`src/hw/rtl/sws_pkg.sv`:
```
// Package for the stop-and-wait sender: payload structs, item kinds and constants.
// Used by the front, back and top modules of the block; depends on nothing.
package sws_pkg;

   localparam int DATA_BYTES = 10;   // data bytes carried by one packet (1 to 10)
   localparam int MAX_BYTES  = 10;   // data bytes that the field layout holds

   localparam logic [1:0] MODE_NEW  = 2'd0;
   localparam logic [1:0] MODE_ACK  = 2'd1;
   localparam logic [1:0] MODE_TICK = 2'd2;

   localparam logic CSR_TIMEOUT = 1'b0;
   localparam logic CSR_LIMIT   = 1'b1;

   localparam logic [15:0] TIMEOUT_RESET = 16'd2000;
   localparam logic [7:0]  LIMIT_RESET   = 8'd3;
   localparam logic [15:0] TICK_MAX      = 16'hffff;
   localparam logic [7:0]  TRY_MAX       = 8'hff;

   typedef enum logic [1:0] {
      KIND_NONE = 2'd0,
      KIND_NEW  = 2'd1,
      KIND_ACK  = 2'd2,
      KIND_TICK = 2'd3
   } kind_type;

   typedef struct packed {
      logic [1:0]  mode;
      logic [3:0]  length;
      logic [63:0] data_low;
      logic [15:0] data_high;
      logic [31:0] ack_seq;
      logic [31:0] ack_length;
      logic [7:0]  ack_checksum;
   } req_type;

   typedef struct packed {
      logic        send_valid;
      logic        send_seq;
      logic [3:0]  send_length;
      logic [7:0]  send_checksum;
      logic [63:0] send_data_low;
      logic [15:0] send_data_high;
      logic        acked;
      logic        gave_up;
      logic        waiting;
   } rsp_type;

   // Classified item handed from the front part to the back part.
   typedef struct packed {
      kind_type    kind;
      logic [3:0]  length;      // saturated length of a new packet
      logic [63:0] data_low;    // bytes as they will be held
      logic [15:0] data_high;
      logic [7:0]  data_sum;    // XOR of data bytes before the first zero byte
      logic        ack_sum_ok;  // carried ACK checksum matches the recomputed one
      logic        ack_seq_0;   // ACK sequence field is exactly 0
      logic        ack_seq_1;   // ACK sequence field is exactly 1
   } item_type;

endpackage

```
`src/hw/rtl/sws_fifo.sv`:
```
// Two-entry register queue with a registered count, used for items and results.
// Depends on nothing; the entry width is a parameter.
module sws_fifo #(
   parameter int WIDTH = 8
) (
   input  logic             clock,
   input  logic             reset,
   input  logic             push,
   input  logic [WIDTH-1:0] push_data,
   output logic             full,
   input  logic             pop,
   output logic [WIDTH-1:0] pop_data,
   output logic             empty
);

   logic [WIDTH-1:0] entry_ff [2];
   logic             wr_ptr_ff, wr_ptr_in;
   logic             rd_ptr_ff, rd_ptr_in;
   logic [1:0]       count_ff, count_in;
   logic             do_push, do_pop;

   assign full     = (count_ff == 2'd2);
   assign empty    = (count_ff == 2'd0);
   assign do_push  = push && !full;
   assign do_pop   = pop && !empty;
   assign pop_data = entry_ff[rd_ptr_ff];

   always_comb begin
      wr_ptr_in = do_push ? ~wr_ptr_ff : wr_ptr_ff;
      rd_ptr_in = do_pop ? ~rd_ptr_ff : rd_ptr_ff;
      count_in  = count_ff;
      if (do_push && !do_pop) begin
         count_in = count_ff + 2'd1;
      end else if (do_pop && !do_push) begin
         count_in = count_ff - 2'd1;
      end
   end

   always_ff @(posedge clock) begin
      if (reset) begin
         wr_ptr_ff <= 1'b0;
         rd_ptr_ff <= 1'b0;
         count_ff  <= 2'd0;
      end else begin
         wr_ptr_ff <= wr_ptr_in;
         rd_ptr_ff <= rd_ptr_in;
         count_ff  <= count_in;
      end
   end

   always_ff @(posedge clock) begin
      if (do_push) begin
         entry_ff[wr_ptr_ff] <= push_data;
      end
   end

endmodule

```
`src/hw/rtl/sws_front.sv`:
```
// Front part of the stop-and-wait sender: classifies an incoming item and does the
// state-free checksum work. Depends on sws_pkg.
module sws_front (
   input  sws_pkg::req_type  req,
   output sws_pkg::item_type item
);

   logic [7:0]  bytes [sws_pkg::MAX_BYTES];
   logic [79:0] raw;
   logic [7:0]  sum;
   logic        run;
   logic [3:0]  len_sat;
   logic        zero_fill;
   logic [63:0] lo;
   logic [15:0] hi;

   function automatic logic [7:0] word_xor(input logic [31:0] w);
      return w[7:0] ^ w[15:8] ^ w[23:16] ^ w[31:24];
   endfunction

   always_comb begin
      len_sat = (req.length > 4'(sws_pkg::DATA_BYTES)) ? 4'(sws_pkg::DATA_BYTES) : req.length;
      // A new empty packet carries all-zero data.
      zero_fill = (req.mode == sws_pkg::MODE_NEW) && (len_sat == 4'd0);
      raw       = {req.data_high, req.data_low};

      for (int i = 0; i < sws_pkg::MAX_BYTES; i++) begin
         if (i < sws_pkg::DATA_BYTES && !zero_fill) begin
            bytes[i] = raw[8*i +: 8];
         end else begin
            bytes[i] = 8'h00;
         end
      end

      sum = 8'h00;
      run = 1'b1;
      for (int i = 0; i < sws_pkg::MAX_BYTES; i++) begin
         run = run && (bytes[i] != 8'h00);
         if (run) begin
            sum = sum ^ bytes[i];
         end
      end

      for (int i = 0; i < 8; i++) begin
         lo[8*i +: 8] = bytes[i];
      end
      hi = {bytes[9], bytes[8]};

      case (req.mode)
         sws_pkg::MODE_NEW:  item.kind = sws_pkg::KIND_NEW;
         sws_pkg::MODE_ACK:  item.kind = sws_pkg::KIND_ACK;
         sws_pkg::MODE_TICK: item.kind = sws_pkg::KIND_TICK;
         default:            item.kind = sws_pkg::KIND_NONE;
      endcase
      item.length     = len_sat;
      item.data_low   = lo;
      item.data_high  = hi;
      item.data_sum   = sum;
      item.ack_sum_ok = (req.ack_checksum ==
                         (word_xor(req.ack_seq) ^ word_xor(req.ack_length) ^ sum));
      item.ack_seq_0  = (req.ack_seq == 32'd0);
      item.ack_seq_1  = (req.ack_seq == 32'd1);
   end

endmodule

```
`src/hw/rtl/sws_back.sv`:
```
// Back part of the stop-and-wait sender: holds the protocol state, applies one
// item per cycle while rsp_room is high, forms its result. Depends on sws_pkg.
module sws_back (
   input  logic              clock,
   input  logic              reset,
   input  logic              item_valid,
   input  sws_pkg::item_type item,
   input  logic              rsp_room,
   input  logic [15:0]       timeout_ticks,
   input  logic [7:0]        final_try_limit,
   output logic              item_take,
   output sws_pkg::rsp_type  rsp
);

   logic        seq_ff, seq_in;
   logic        busy_ff, busy_in;
   logic [3:0]  len_ff, len_in;
   logic [7:0]  chk_ff, chk_in;
   logic [63:0] lo_ff, lo_in;
   logic [15:0] hi_ff, hi_in;
   logic [15:0] tick_ff, tick_in;
   logic [7:0]  try_ff, try_in;
   logic        do_resend;
   logic        ack_good;
   logic [15:0] tick_next;

   assign item_take = item_valid && rsp_room;

   always_comb begin
      seq_in    = seq_ff;
      busy_in   = busy_ff;
      len_in    = len_ff;
      chk_in    = chk_ff;
      lo_in     = lo_ff;
      hi_in     = hi_ff;
      tick_in   = tick_ff;
      try_in    = try_ff;
      do_resend = 1'b0;
      rsp       = '0;
      ack_good  = (seq_ff ? item.ack_seq_1 : item.ack_seq_0) && item.ack_sum_ok;
      tick_next = (tick_ff < sws_pkg::TICK_MAX) ? tick_ff + 16'd1 : tick_ff;

      case (item.kind)
         sws_pkg::KIND_NEW: begin
            if (!busy_ff) begin
               len_in  = item.length;
               lo_in   = item.data_low;
               hi_in   = item.data_high;
               chk_in  = {7'd0, seq_ff} ^ {4'd0, item.length} ^ item.data_sum;
               busy_in = 1'b1;
               tick_in = 16'd0;
               try_in  = 8'd1;
               rsp.send_valid     = 1'b1;
               rsp.send_seq       = seq_ff;
               rsp.send_length    = item.length;
               rsp.send_checksum  = chk_in;
               rsp.send_data_low  = item.data_low;
               rsp.send_data_high = item.data_high;
            end
         end
         sws_pkg::KIND_ACK: begin
            if (busy_ff) begin
               if (ack_good) begin
                  seq_in    = ~seq_ff;
                  busy_in   = 1'b0;
                  tick_in   = 16'd0;
                  rsp.acked = 1'b1;
               end else begin
                  do_resend = 1'b1;
               end
            end
         end
         sws_pkg::KIND_TICK: begin
            if (busy_ff) begin
               tick_in   = tick_next;
               do_resend = (tick_next >= timeout_ticks);
            end
         end
         default: begin
         end
      endcase

      if (do_resend) begin
         tick_in = 16'd0;
         if (len_ff == 4'd0 && try_ff >= final_try_limit) begin
            busy_in     = 1'b0;
            rsp.gave_up = 1'b1;
         end else begin
            try_in = (try_ff < sws_pkg::TRY_MAX) ? try_ff + 8'd1 : try_ff;
            rsp.send_valid     = 1'b1;
            rsp.send_seq       = seq_ff;
            rsp.send_length    = len_ff;
            rsp.send_checksum  = chk_ff;
            rsp.send_data_low  = lo_ff;
            rsp.send_data_high = hi_ff;
         end
      end
      rsp.waiting = busy_in;
   end

   always_ff @(posedge clock) begin
      if (reset) begin
         seq_ff  <= 1'b0;
         busy_ff <= 1'b0;
         len_ff  <= 4'd0;
         chk_ff  <= 8'd0;
         tick_ff <= 16'd0;
         try_ff  <= 8'd0;
      end else if (item_take) begin
         seq_ff  <= seq_in;
         busy_ff <= busy_in;
         len_ff  <= len_in;
         chk_ff  <= chk_in;
         tick_ff <= tick_in;
         try_ff  <= try_in;
      end
   end

   always_ff @(posedge clock) begin
      if (item_take) begin
         lo_ff <= lo_in;
         hi_ff <= hi_in;
      end
   end

endmodule

```
`src/hw/rtl/stop_and_wait_sender_unit.sv`:
```
// Top level of the alternating-bit stop-and-wait sender.
// Depends on sws_pkg, sws_fifo, sws_front and sws_back.
//
// Usage:
//   Items enter on the req_ queue port: an item is taken at a clock edge where
//   req_push is high and req_full is low. Each item is a new packet, an ACK or
//   one timer tick (mode 3 is ignored), and each produces exactly one result item.
//   Results leave on the rsp_ queue port: the oldest result sits on rsp_data
//   while rsp_empty is low and is taken at an edge where rsp_pop is high.
//   The two registers (timeout ticks, final try limit) are written through the
//   csr_ port, which is always ready; write them only while the block is idle.
//
// Timing: an item is classified and checked in the cycle it is taken and lands
// in a two-entry queue; the protocol state unit applies one item per cycle while
// the result queue has room, and writes the result into a two-entry result queue.
// A result can be popped once its item has passed the item queue and back part;
// the block sustains one item per cycle while results are popped.
// When the receiver stops popping, the result queue fills, the state unit holds,
// then the item queue fills and req_full rises; nothing is lost.
// Reset clears the sequence bit, the busy flag, the counters and both queues, and
// returns the registers to 2000 ticks and 3 tries.
module stop_and_wait_sender_unit (
   input  logic             clock,
   input  logic             reset,
   input  logic             req_push,
   output logic             req_full,
   input  sws_pkg::req_type req_data,
   output logic             rsp_empty,
   input  logic             rsp_pop,
   output sws_pkg::rsp_type rsp_data,
   input  logic             csr_valid,
   output logic             csr_ready,
   input  logic             csr_index,
   input  logic [15:0]      csr_wdata
);

   sws_pkg::item_type front_item;
   sws_pkg::item_type back_item;
   sws_pkg::rsp_type  back_rsp;
   logic              item_empty;
   logic              item_take;
   logic              rsp_full;
   logic [15:0]       timeout_ff, timeout_in;
   logic [7:0]        limit_ff, limit_in;

   // Configuration registers; the port never stalls.
   assign csr_ready = 1'b1;

   always_comb begin
      timeout_in = timeout_ff;
      limit_in   = limit_ff;
      if (csr_valid) begin
         case (csr_index)
            sws_pkg::CSR_TIMEOUT: timeout_in = csr_wdata;
            sws_pkg::CSR_LIMIT:   limit_in   = csr_wdata[7:0];
            default: begin
            end
         endcase
      end
   end

   always_ff @(posedge clock) begin
      if (reset) begin
         timeout_ff <= sws_pkg::TIMEOUT_RESET;
         limit_ff   <= sws_pkg::LIMIT_RESET;
      end else begin
         timeout_ff <= timeout_in;
         limit_ff   <= limit_in;
      end
   end

   // Front part: classification and checksum work that needs no state.
   sws_front u_front (
      .req  (req_data),
      .item (front_item)
   );

   // Queue between the front and back parts.
   sws_fifo #(
      .WIDTH ($bits(sws_pkg::item_type))
   ) u_item_queue (
      .clock     (clock),
      .reset     (reset),
      .push      (req_push),
      .push_data (front_item),
      .full      (req_full),
      .pop       (item_take),
      .pop_data  (back_item),
      .empty     (item_empty)
   );

   // Back part: protocol state and result forming.
   sws_back u_back (
      .clock           (clock),
      .reset           (reset),
      .item_valid      (!item_empty),
      .item            (back_item),
      .rsp_room        (!rsp_full),
      .timeout_ticks   (timeout_ff),
      .final_try_limit (limit_ff),
      .item_take       (item_take),
      .rsp             (back_rsp)
   );

   // Result queue toward the receiver.
   sws_fifo #(
      .WIDTH ($bits(sws_pkg::rsp_type))
   ) u_rsp_queue (
      .clock     (clock),
      .reset     (reset),
      .push      (item_take),
      .push_data (back_rsp),
      .full      (rsp_full),
      .pop       (rsp_pop),
      .pop_data  (rsp_data),
      .empty     (rsp_empty)
   );

endmodule

```
`config.mk`:
```
export PLATFORM = sky130hd
export DESIGN_NAME = stop_and_wait_sender_unit
export DESIGN_NICKNAME = d
export VERILOG_FILES = /design/src/hw/rtl/sws_pkg.sv /design/src/hw/rtl/sws_fifo.sv /design/src/hw/rtl/sws_front.sv /design/src/hw/rtl/sws_back.sv /design/src/hw/rtl/stop_and_wait_sender_unit.sv
export SDC_FILE = /design/constraint.sdc
export NUM_CORES = 1
export LEC_CHECK = 0
export BUFFER_PORTS_ARGS = -buffer_cell sky130_fd_sc_hd__clkbuf_2
export CAP_MARGIN = 15
export CORE_ASPECT_RATIO = 0.8
export CORE_MARGIN = 5
export CORE_UTILIZATION = 35
export CTS_BUF_LIST = sky130_fd_sc_hd__clkbuf_8 sky130_fd_sc_hd__clkbuf_16
export DETAILED_ROUTE_END_ITERATION = 12
export SYNTH_ARGS = -nofsm -noshare
export SYNTH_HDL_FRONTEND = slang
export SYNTH_SLANG_ARGS = --single-unit
```
`constraint.sdc`:
```
create_clock -name clock -period 15.74 [get_ports clock]
set_input_delay 3.148 -clock clock [delete_from_list [all_inputs] [get_ports clock]]
set_output_delay 3.148 -clock clock [all_outputs]
set_load 0.05 [all_outputs]
```
==> flow_summary.ini, run 1 <==
[outcome]
status = finished, final reports clean

[worst_setup_path]
critPathKind = in2reg
cp.required_ns = 16.12
worstSetupStartpointType = input pin
cpMaxStageDelayCell = sky130_fd_sc_hd__or2_4
slowest_delay_ns = 0.76
critical_path.max_fanout = 104
critical_path_arrival_ns = 7.30
worst_r2r_startpoint = u_back.tick_ff[3]
worst_path_dominant_cell_family = simple AND/OR/NAND/NOR gates
crit_start = req_data[156]
cp.buffers_inverters = 2
worst_setup_path_end_kind = register
critical_path.cell_chain = clkbuf_2 -> inv_1 -> ha_1 -> or3b_1 -> or2_4 -> nand3_1 -> nor3_1 -> nand3_2 -> xor2_2 -> xnor3_1 -> or4_4 -> nor4_2

[grt]
grt_overflow_total = 0
grt_max_degree = 105
global_route.usage.total = 0.161
antenna_found_initial = 5
global_route_wire_length_before_repair_mm = 91.0
grt_pass1_vias = 14700

[synthesis]
flip_flop_and_latch_count_after_synthesis = 540
yosys-top-cells-count = sky130_fd_sc_hd__edfxtp_1, sky130_fd_sc_hd__mux2_2, sky130_fd_sc_hd__xnor2_1
synth_top_cell_area_share = 0.587
yosys.cell_count.top_type = sky130_fd_sc_hd__edfxtp_1
synth_flop_cell = sky130_fd_sc_hd__edfxtp_1
synth_top_cell_by_area = sky130_fd_sc_hd__edfxtp_1
seq_area_frac_synth = 0.647
syn-mean-instance-area_um2 = 14.2
synth.cell_area_um2 = 23900
synth-async-reset-ratio = 0
syn_inst = 1685
synthDistinctLibCells = 78
synth_enable_flop_cells = 468
yosys_warning_count = 0
ys_top_cells_by_area = sky130_fd_sc_hd__edfxtp_1, sky130_fd_sc_hd__mux2_2, sky130_fd_sc_hd__dfxtp_1
synth_fp_nets = 1900

[min_path]
hold_class = reg2reg
worstHoldStart = limit_ff[6]

[placement]
io_buffer_count = 278
place_congestion = 0.817
dp_hpwl_mm = 42.7

[final_layout]
drive_above_1_share = 0.295
filler_cell_count = 6209
num-nets-final = 2169
syn2layout_area_growth_pct = 17.2

[cts]
cts-htree-levels = 2
post_cts_resize_count = 0
tritoncts = yes
post_cts_buffers = 0
ctsHoldBuffers = 0
cts_inserted_buffers = 54
clock_sink_count = 540
clock_tree.buffer_depth = 3
clock-root-buffer = sky130_fd_sc_hd__clkbuf_16
clock_insertion_delay_worst_skew_ns = 0.60
cts.reportedPaths.clkPinSlew_ns = 0.06

[timing]
max_freq_mhz = 145
timing.clock.skew_ns = 0.0287
max_slew_headroom_at_the_worst_pin = 0.259
fin_crit_sh = 0.439
final.setup.tns_ns = 0
tightest_slew_ns = 1.11
finish_stage_setup_viols = 0
final-hold-violation-count = 0
unrepaired_setup_endpoints_after_global_routing = false
worst_hold_slack_ns = 0.455
timing.final.max_slew_violations = 0
period_minus_slack_ns = 6.92

[floorplan]
core-area_um2 = 67500
ioPinCount = 280
initial_utilization = 0.354
area_of_the_die_um2 = 73800
die_height_um = 244
row_count = 85
fp.dieW_um = 302

[routing]
route.vias.total = 14700
drt.antenna.violating_nets = 0
final_routed_wire_length_divided_by_cell_count_um = 21.0
detailedRoute.firstPassIterationCount = 5
wl_mm = 61.3
detail_route.iter0.violations = 1015
route.detailed.vias_per_inst = 5.05
drc = 0

[power]
powerDensity_nw_per_um2 = 185
ir_worst_vdd_uv = 100
power.leakage_nw = 10.2

[job]
cap_viol_max_count = 0
tightest hold or removal path: stages, from the launching register on:
cell and delay (ns):
sky130_fd_sc_hd__dfxtp_1 0.31, sky130_fd_sc_hd__nand2_1 0.05, sky130_fd_sc_hd__a21oi_1 0.05
cells by family after synthesis:
group | after synthesis | synth area share
buffers and inverters | 123 | 0.0205
other | 1 | 0.000157
adder cells (fa/ha/maj) | 35 | 0.0183
AND/OR/NAND/NOR | 384 | 0.0859
flip-flops | 540 | 0.647
multiplexers | 208 | 0.0964
AO/OA/AOI/OAI | 248 | 0.0739
XOR/XNOR | 146 | 0.0575
final cells by class:
| cell class | count | area (µm²) | area share |
|---|---|---|---|
| clock buffers | 60 | 1460 | 0.0519 |
| multi-input cells | 1022 | 8000 | 0.285 |
| clock inverters | 39 | 255 | 0.00910 |
| repair buffers | 296 | 1530 | 0.0544 |
| well taps | 913 | 1140 | 0.0407 |
| diodes | 6 | 15.0 | 0.000535 |
| inverters | 40 | 150 | 0.00535 |
| flip-flops and latches | 540 | 15500 | 0.553 |
per-stage QoR:
step / cell area, µm² / power, W / util / instances / setup slack, ns
3_5_place_dp: 26300 / 0.00401 / 0.390 / 2811 / 8.28
4_1_cts: 28000 / 0.00526 / 0.415 / 2910 / 8.89
3_3_place_gp: 26300 / 0.00398 / 0.390 / 2811 / 8.34
5_1_grt: 28000 / 0.00543 / 0.415 / 2914 / 8.58
2_1_floorplan: 23900 / 0.00350 / - / 1685 / 7.91
6_report: 28000 / 0.00518 / 0.415 / 2916 / 8.82
power by group:
group          leakage, nW  internal (W)  total [W]  switching (W)
registers             4.98       0.00202    0.00213       0.000115
logic                 4.29      0.000535    0.00181        0.00127
clock network        0.896      0.000709    0.00124       0.000530
state kept, by name, indices dropped and copies added (netlist names), 4 cells and up, named ones only:
name                   count
limit_ff                   8
u_back.hi_ff              16
u_back.try_ff              8
u_back.chk_ff              8
u_rsp_queue.entry_ff     194
timeout_ff                16
u_back.tick_ff            16
u_back.lo_ff              64
u_item_queue.entry_ff    194
u_back.len_ff              4
per-layer routing:
| metal | vias up | wire [µm] | share of wire | track usage |
|---|---|---|---|---|
| met2 | 461 | 28500 | 0.46 | 0.252 |
| met4 | 2 | 1260 | 0.021 | 0.0451 |
| li1 | 6883 | - | - | - |
| met1 | 7298 | 27500 | 0.45 | 0.225 |
| met3 | 83 | 4070 | 0.066 | 0.0362 |
| met5 | - | 13 | 0.00021 | 0 |
layout by cell type, fill, tap and decap left out, types with 27 or more instances in the layout:
cell / Yosys / layout
sky130_fd_sc_hd__clkbuf_2: 0 / 278
sky130_fd_sc_hd__nor2_1: 52 / 49
sky130_fd_sc_hd__xnor2_1: 104 / 104
sky130_fd_sc_hd__o21ai_0: 28 / 28
sky130_fd_sc_hd__xor2_1: 35 / 35
sky130_fd_sc_hd__mux2i_1: 27 / 27
sky130_fd_sc_hd__nand2_1: 91 / 91
sky130_fd_sc_hd__a22o_1: 82 / 82
sky130_fd_sc_hd__inv_1: 39 / 53
sky130_fd_sc_hd__dfxtp_1: 72 / 70
sky130_fd_sc_hd__ha_1: 35 / 35
sky130_fd_sc_hd__edfxtp_1: 468 / 468
sky130_fd_sc_hd__a21oi_1: 59 / 59
sky130_fd_sc_hd__mux2_2: 181 / 181
sky130_fd_sc_hd__and2_1: 81 / 80
sky130_fd_sc_hd__clkbuf_16: 0 / 56
sky130_fd_sc_hd__nand3_1: 36 / 36
worst paths after layout:
kind	to	slack, ns	depth (start not counted)
max	u_item_queue.entry_ff[0][2]	8.82	12
min	limit_ff[6]	0.45	2
max reg2reg	u_rsp_queue.entry_ff[1][76]	10.04	17
min reg2reg	limit_ff[6]	0.45	2
Power figures use the tool's default switching activity.
==> inputs of run 2 (changes only) <==
==> constraint.sdc (replaced) <==
create_clock -name clock -period 5.8 [get_ports clock]
set_input_delay 1.16 -clock clock [delete_from_list [all_inputs] [get_ports clock]]
set_output_delay 1.16 -clock clock [all_outputs]
set_load 0.05 [all_outputs]
==> run 2 against run 1 <==
  * First-iteration DRC count decreased by 9.9%
  * Non-clock buffer count increased by 4
  * Worst setup slack got worse by 7.7 ns
  * Largest cell class unchanged
  * Via count decreased by 0.16%
  * Clock skew decreased by 0.0023 ns
  * Sequential power increased to 2.7 times the previous value
  * Flip-flop and latch count unchanged
  * Combinational power increased to 2.7 times the previous value
  * Worst hold slack improved by 0.0079 ns
  * Register-to-register slack got worse by 8.9 ns
  * Final cell count increased by 0.31%
==> flow_summary.ini, run 2 (synthesis results as in run 1) <==
[power]
powerDensity_nw_per_um2 = 508
ir_worst_vdd_uv = 340
power.leakage_nw = 10.2

[placement]
io_buffer_count = 278
dp_hpwl_mm = 42.7
post_dp_cell_area_um2 = 26400
dp_cells = 2815
place_worst_setup_slack_ns = 0.977
place_congestion = 0.872

[cts]
tritoncts = yes
clock-root-buffer = sky130_fd_sc_hd__clkbuf_16
cts-htree-levels = 2
ctsHoldBuffers = 0
clock_tree.buffer_depth = 3
post_cts_buffers = 0
clock_insertion_delay_worst_skew_ns = 0.60
post_cts_resize_count = 0
cts.reportedPaths.clkPinSlew_ns = 0.06
cts_inserted_buffers = 55
clock_sink_count = 540

[final_layout]
post-route-cell-area_um2 = 28300
layout.cells.most_common_list = sky130_fd_sc_hd__edfxtp_1, sky130_fd_sc_hd__clkbuf_2, sky130_fd_sc_hd__mux2_2, sky130_fd_sc_hd__xnor2_1, sky130_fd_sc_hd__nand2_1
layout.cells.most_common = sky130_fd_sc_hd__edfxtp_1
final_core_utilization = 0.419
top_regs = u_item_queue.entry_ff: 194 flops, u_rsp_queue.entry_ff: 194 flops, u_back.lo_ff: 64 flops
fin_cells = 2925
syn2layout_area_growth_pct = 18.1
num-nets-final = 2174
drive_above_1_share = 0.302

[min_path]
hold_class = reg2reg

[timing]
tightest_slew_ns = 1.05
fin_crit_sh = 0.810
timing.final.max_slew_violations = 0
setup_slack_ns = 1.10
max_freq_mhz = 213
final.setup.tns_ns = 0
finish_stage_setup_viols = 0
final-hold-violation-count = 0
period_minus_slack_ns = 4.70
unrepaired_setup_endpoints_after_global_routing = false
max_slew_headroom_at_the_worst_pin = 0.303
timing.clock.skew_ns = 0.0263

[worst_setup_path]
cp.required_ns = 6.12
critical_path.max_fanout = 91
critical_path_arrival_ns = 5.01
critPathKind = reg2reg
worstSetupStartpointType = register
worst_setup_path_end_kind = register

[grt]
grt_pass1_vias = 14800
grt_overflow_total = 0
antenna_found_initial = 9
grt_max_degree = 92
global_route.usage.total = 0.158
global_route_wire_length_before_repair_mm = 89.8

[floorplan]
fp.dieW_um = 302
ioPinCount = 280
die_height_um = 244
area_of_the_die_um2 = 73800
row_count = 85
core-area_um2 = 67500
initial_utilization = 0.354

[routing]
detailedRoute.firstPassIterationCount = 5
wl_mm = 60.3
drt.antenna.violating_nets = 0
route.vias.total = 14700
drc = 0
detail_route.iter0.violations = 915
final_routed_wire_length_divided_by_cell_count_um = 20.6
route.detailed.vias_per_inst = 5.03

[job]
cap_viol_max_count = 0

[outcome]
status = finished, final reports clean
-- run 2: metal layers --
| metal | part of all wire | vias to the layer above | GRT usage |
|---|---|---|---|
| li1 | - | 6910 | - |
| met1 | 0.45 | 7284 | 0.219 |
| met2 | 0.46 | 415 | 0.250 |
| met3 | 0.065 | 89 | 0.0353 |
| met4 | 0.025 | 6 | 0.0471 |
| met5 | 0.00060 | - | 0 |
-- run 2: final timing paths --
| path | startpoint | to | slack, ns | cells past startpoint |
|---|---|---|---|---|
| worst max register to register | u_back.tick_ff[3] | u_rsp_queue.entry_ff[0][69] | 1.10 | 18 |
| worst min register to register | limit_ff[7] | limit_ff[7] | 0.46 | 2 |
| worst min-delay path | limit_ff[7] | limit_ff[7] | 0.46 | 2 |
| worst max-delay path | u_back.tick_ff[3] | u_rsp_queue.entry_ff[0][69] | 1.10 | 18 |
-- run 2: report_power, final --
group	total, W	internal [W]	leakage [nW]	switching, W
logic	0.00492	0.00145	4.31	0.00346
clock network	0.00369	0.00217	0.923	0.00152
registers	0.00575	0.00547	4.98	0.000285
-- run 2: stage by stage --
| stage | hold slack (ns) | total power (W) |
|---|---|---|
| after floorplan | 0.436 | 0.00948 |
| after global placement | 0.449 | 0.0108 |
| after detailed placement | 0.454 | 0.0108 |
| after CTS | 0.462 | 0.0146 |
| after global routing | 0.474 | 0.0150 |
| final | 0.463 | 0.0144 |
-- run 2: layout make-up --
cell class / count / area [µm²]
Inverter: 40 / 150
Multi-Input combinational cell: 1022 / 8000
Fill cell: 6188 / 39300
Tap cell: 913 / 1140
Clock inverter: 47 / 494
Clock buffer: 56 / 1400
Timing Repair Buffer: 300 / 1570
Sequential cell: 540 / 15500
Antenna cell: 7 / 17.5
-- run 2: worst max-delay path: stages, from the launching register on --
cell	delay [ns]
sky130_fd_sc_hd__dfxtp_1	0.44
sky130_fd_sc_hd__and4_1	0.26
sky130_fd_sc_hd__nand2_1	0.12
sky130_fd_sc_hd__nor3_1	0.44
sky130_fd_sc_hd__nand4_1	0.15
sky130_fd_sc_hd__buf_4	0.20
sky130_fd_sc_hd__nor2b_1	0.18
sky130_fd_sc_hd__nand4_1	0.16
sky130_fd_sc_hd__xnor2_1	0.19
sky130_fd_sc_hd__ha_1	0.30
sky130_fd_sc_hd__a21o_1	0.16
sky130_fd_sc_hd__a21o_1	0.17
sky130_fd_sc_hd__a21oi_1	0.14
sky130_fd_sc_hd__o21a_1	0.12
sky130_fd_sc_hd__o21ai_0	0.09
sky130_fd_sc_hd__a22o_1	0.37
sky130_fd_sc_hd__o21a_4	0.20
sky130_fd_sc_hd__buf_12	0.18
sky130_fd_sc_hd__a22o_1	0.35
==> inputs of run 3 (changes only) <==
==> constraint.sdc (replaced) <==
create_clock -name clock -period 4.55 [get_ports clock]
set_input_delay 0.91 -clock clock [delete_from_list [all_inputs] [get_ports clock]]
set_output_delay 0.91 -clock clock [all_outputs]
set_load 0.05 [all_outputs]
==> run 3 against run 2 <==
  * First-iteration DRC count is 5.7% higher
  * Die area stayed put
  * Worst setup slack worse by 0.65 ns
  * Via count is 0.20% higher
  * Non-clock buffer count is 16 higher
  * Fmax is 15% higher
  * Power is 26% higher
  * Critical endpoint is now u_rsp_queue.entry_ff[1][95]
==> flow_summary.ini, run 3 (synthesis results as in run 1) <==
[outcome]
status = finished, final reports clean

[timing]
timing.final.max_slew_violations = 0
finish_stage_setup_viols = 0
fin_crit_sh = 0.901
timing.clock.skew_ns = 0.0355
max_slew_headroom_at_the_worst_pin = 0.363
tightest_slew_ns = 0.953
period_minus_slack_ns = 4.10
unrepaired_setup_endpoints_after_global_routing = false
worst_hold_slack_ns = 0.457
max_freq_mhz = 244
final.setup.tns_ns = 0
final-hold-violation-count = 0

[final_layout]
num-nets-final = 2192
layout.cells.most_common = sky130_fd_sc_hd__edfxtp_1
multi_input_area_um2 = 8000
top_regs = u_item_queue.entry_ff: 194 flops, u_rsp_queue.entry_ff: 194 flops, u_back.lo_ff: 64 flops
filler_cell_count = 6162
regArea_um2 = 15500
layout.cells.most_common_list = sky130_fd_sc_hd__edfxtp_1, sky130_fd_sc_hd__clkbuf_2, sky130_fd_sc_hd__mux2_2, sky130_fd_sc_hd__xnor2_1, sky130_fd_sc_hd__nand2_1
drive_above_1_share = 0.303
post-route-cell-area_um2 = 28300
syn2layout_area_growth_pct = 18.4

[routing]
route.layer.met1.wl_mm = 28.2
detailedRoute.firstPassIterationCount = 5
drc = 0
top_layer_used = met5
detail_route.iter0.violations = 967
route.vias.total = 14700
route.detailed.vias_per_inst = 5.01
drt.antenna.violating_nets = 0
final_routed_wire_length_divided_by_cell_count_um = 20.7
wl_mm = 60.9
routed_length_on_met2_mm = 27.6
dr_wl_met3_mm = 3.59

[worst_setup_path]
cpMaxStageDelayCell = sky130_fd_sc_hd__dfxtp_1
critical_path.max_fanout = 8
slowest_delay_ns = 0.44
critical_path_arrival_ns = 4.44
worst_path_dominant_cell_family = simple AND/OR/NAND/NOR gates
worstSetupStartpointType = register
cp.buffers_inverters = 1
critical_path.cell_chain = and4_1 -> nand2_1 -> nor3_1 -> nand4_1 -> nor2b_1 -> nand4_1 -> xnor2_1 -> ha_1 -> a21o_1 -> a21o_1 -> a21oi_1 -> o21a_1 -> o21ai_0 -> a22o_2 -> o21ai_0 -> buf_4 -> nand2_1 -> and2_1
cp.required_ns = 4.90
critPathKind = reg2reg
worst_setup_path_end_kind = register

[cts]
tritoncts = yes
clock_sink_count = 540
post_cts_buffers = 0
cts-htree-levels = 2
cts_inserted_buffers = 57
post_cts_resize_count = 0
clock_tree.buffer_depth = 3
clock-root-buffer = sky130_fd_sc_hd__clkbuf_16
ctsHoldBuffers = 0
clock_insertion_delay_worst_skew_ns = 0.61
cts.reportedPaths.clkPinSlew_ns = 0.06

[power]
powerDensity_nw_per_um2 = 639
power.leakage_nw = 10.3
totalPowerFinal_w = 0.0181
ir_worst_vdd_uv = 458

[grt]
global_route_wire_length_before_repair_mm = 90.8
antenna_found_initial = 8
grt_pass1_vias = 14800
global_route.usage.total = 0.160
grt_max_degree = 63
grt_overflow_total = 0

[floorplan]
ioPinCount = 280
die_height_um = 244
row_count = 85
initial_utilization = 0.354
fp.dieW_um = 302
core-area_um2 = 67500
area_of_the_die_um2 = 73800

[placement]
place_congestion = 0.863
io_buffer_count = 278
dp_hpwl_mm = 43.5
post_dp_cell_area_um2 = 26500

[min_path]
hold_class = reg2reg

[job]
cap_viol_max_count = 0
run 3: cell type report:
cell class,count,area share
multi-input cells,1022,0.282
well taps,913,0.0403
repair buffers,316,0.0618
clock buffers,59,0.0517
inverters,40,0.00530
diodes,6,0.000530
clock inverters,44,0.0112
flip-flops and latches,540,0.547
run 3: power by group:
group / leakage, nW / internal, W / switching, W
sequential: 4.98 / 0.00697 / 0.000400
clock: 0.901 / 0.00254 / 0.00189
combinational: 4.40 / 0.00191 / 0.00442
run 3: stage by stage:
step                utilization  setup WS (ns)  std cells
CTS                       0.419          0.456       2934
finish                    0.420          0.452       2940
detailed placement        0.393          0.218       2831
global route              0.420         0.0431       2939
floorplan                     -          0.594       1685
global placement          0.393          0.306       2831
run 3: tightest hold or removal path: stages (launching register included):
cell and delay [ns]:
sky130_fd_sc_hd__dfxtp_1 0.31, sky130_fd_sc_hd__nand2_1 0.05, sky130_fd_sc_hd__a21oi_1 0.05
run 3: final timing paths:
check	startpoint	end	slack [ns]	depth (start not counted)
hold / removal	limit_ff[3]	limit_ff[3]	0.46	2
hold reg to reg	limit_ff[3]	limit_ff[3]	0.46	2
setup reg to reg	u_back.tick_ff[3]	u_rsp_queue.entry_ff[1][95]	0.45	18
setup / recovery	u_back.tick_ff[3]	u_rsp_queue.entry_ff[1][95]	0.45	18
run 3: per-layer routing:
layer | global-route usage | vias to the layer above
li1 | - | 6933
met1 | 0.226 | 7280
met2 | 0.249 | 429
met3 | 0.0338 | 87
met4 | 0.0474 | 4
met5 | 0 | -
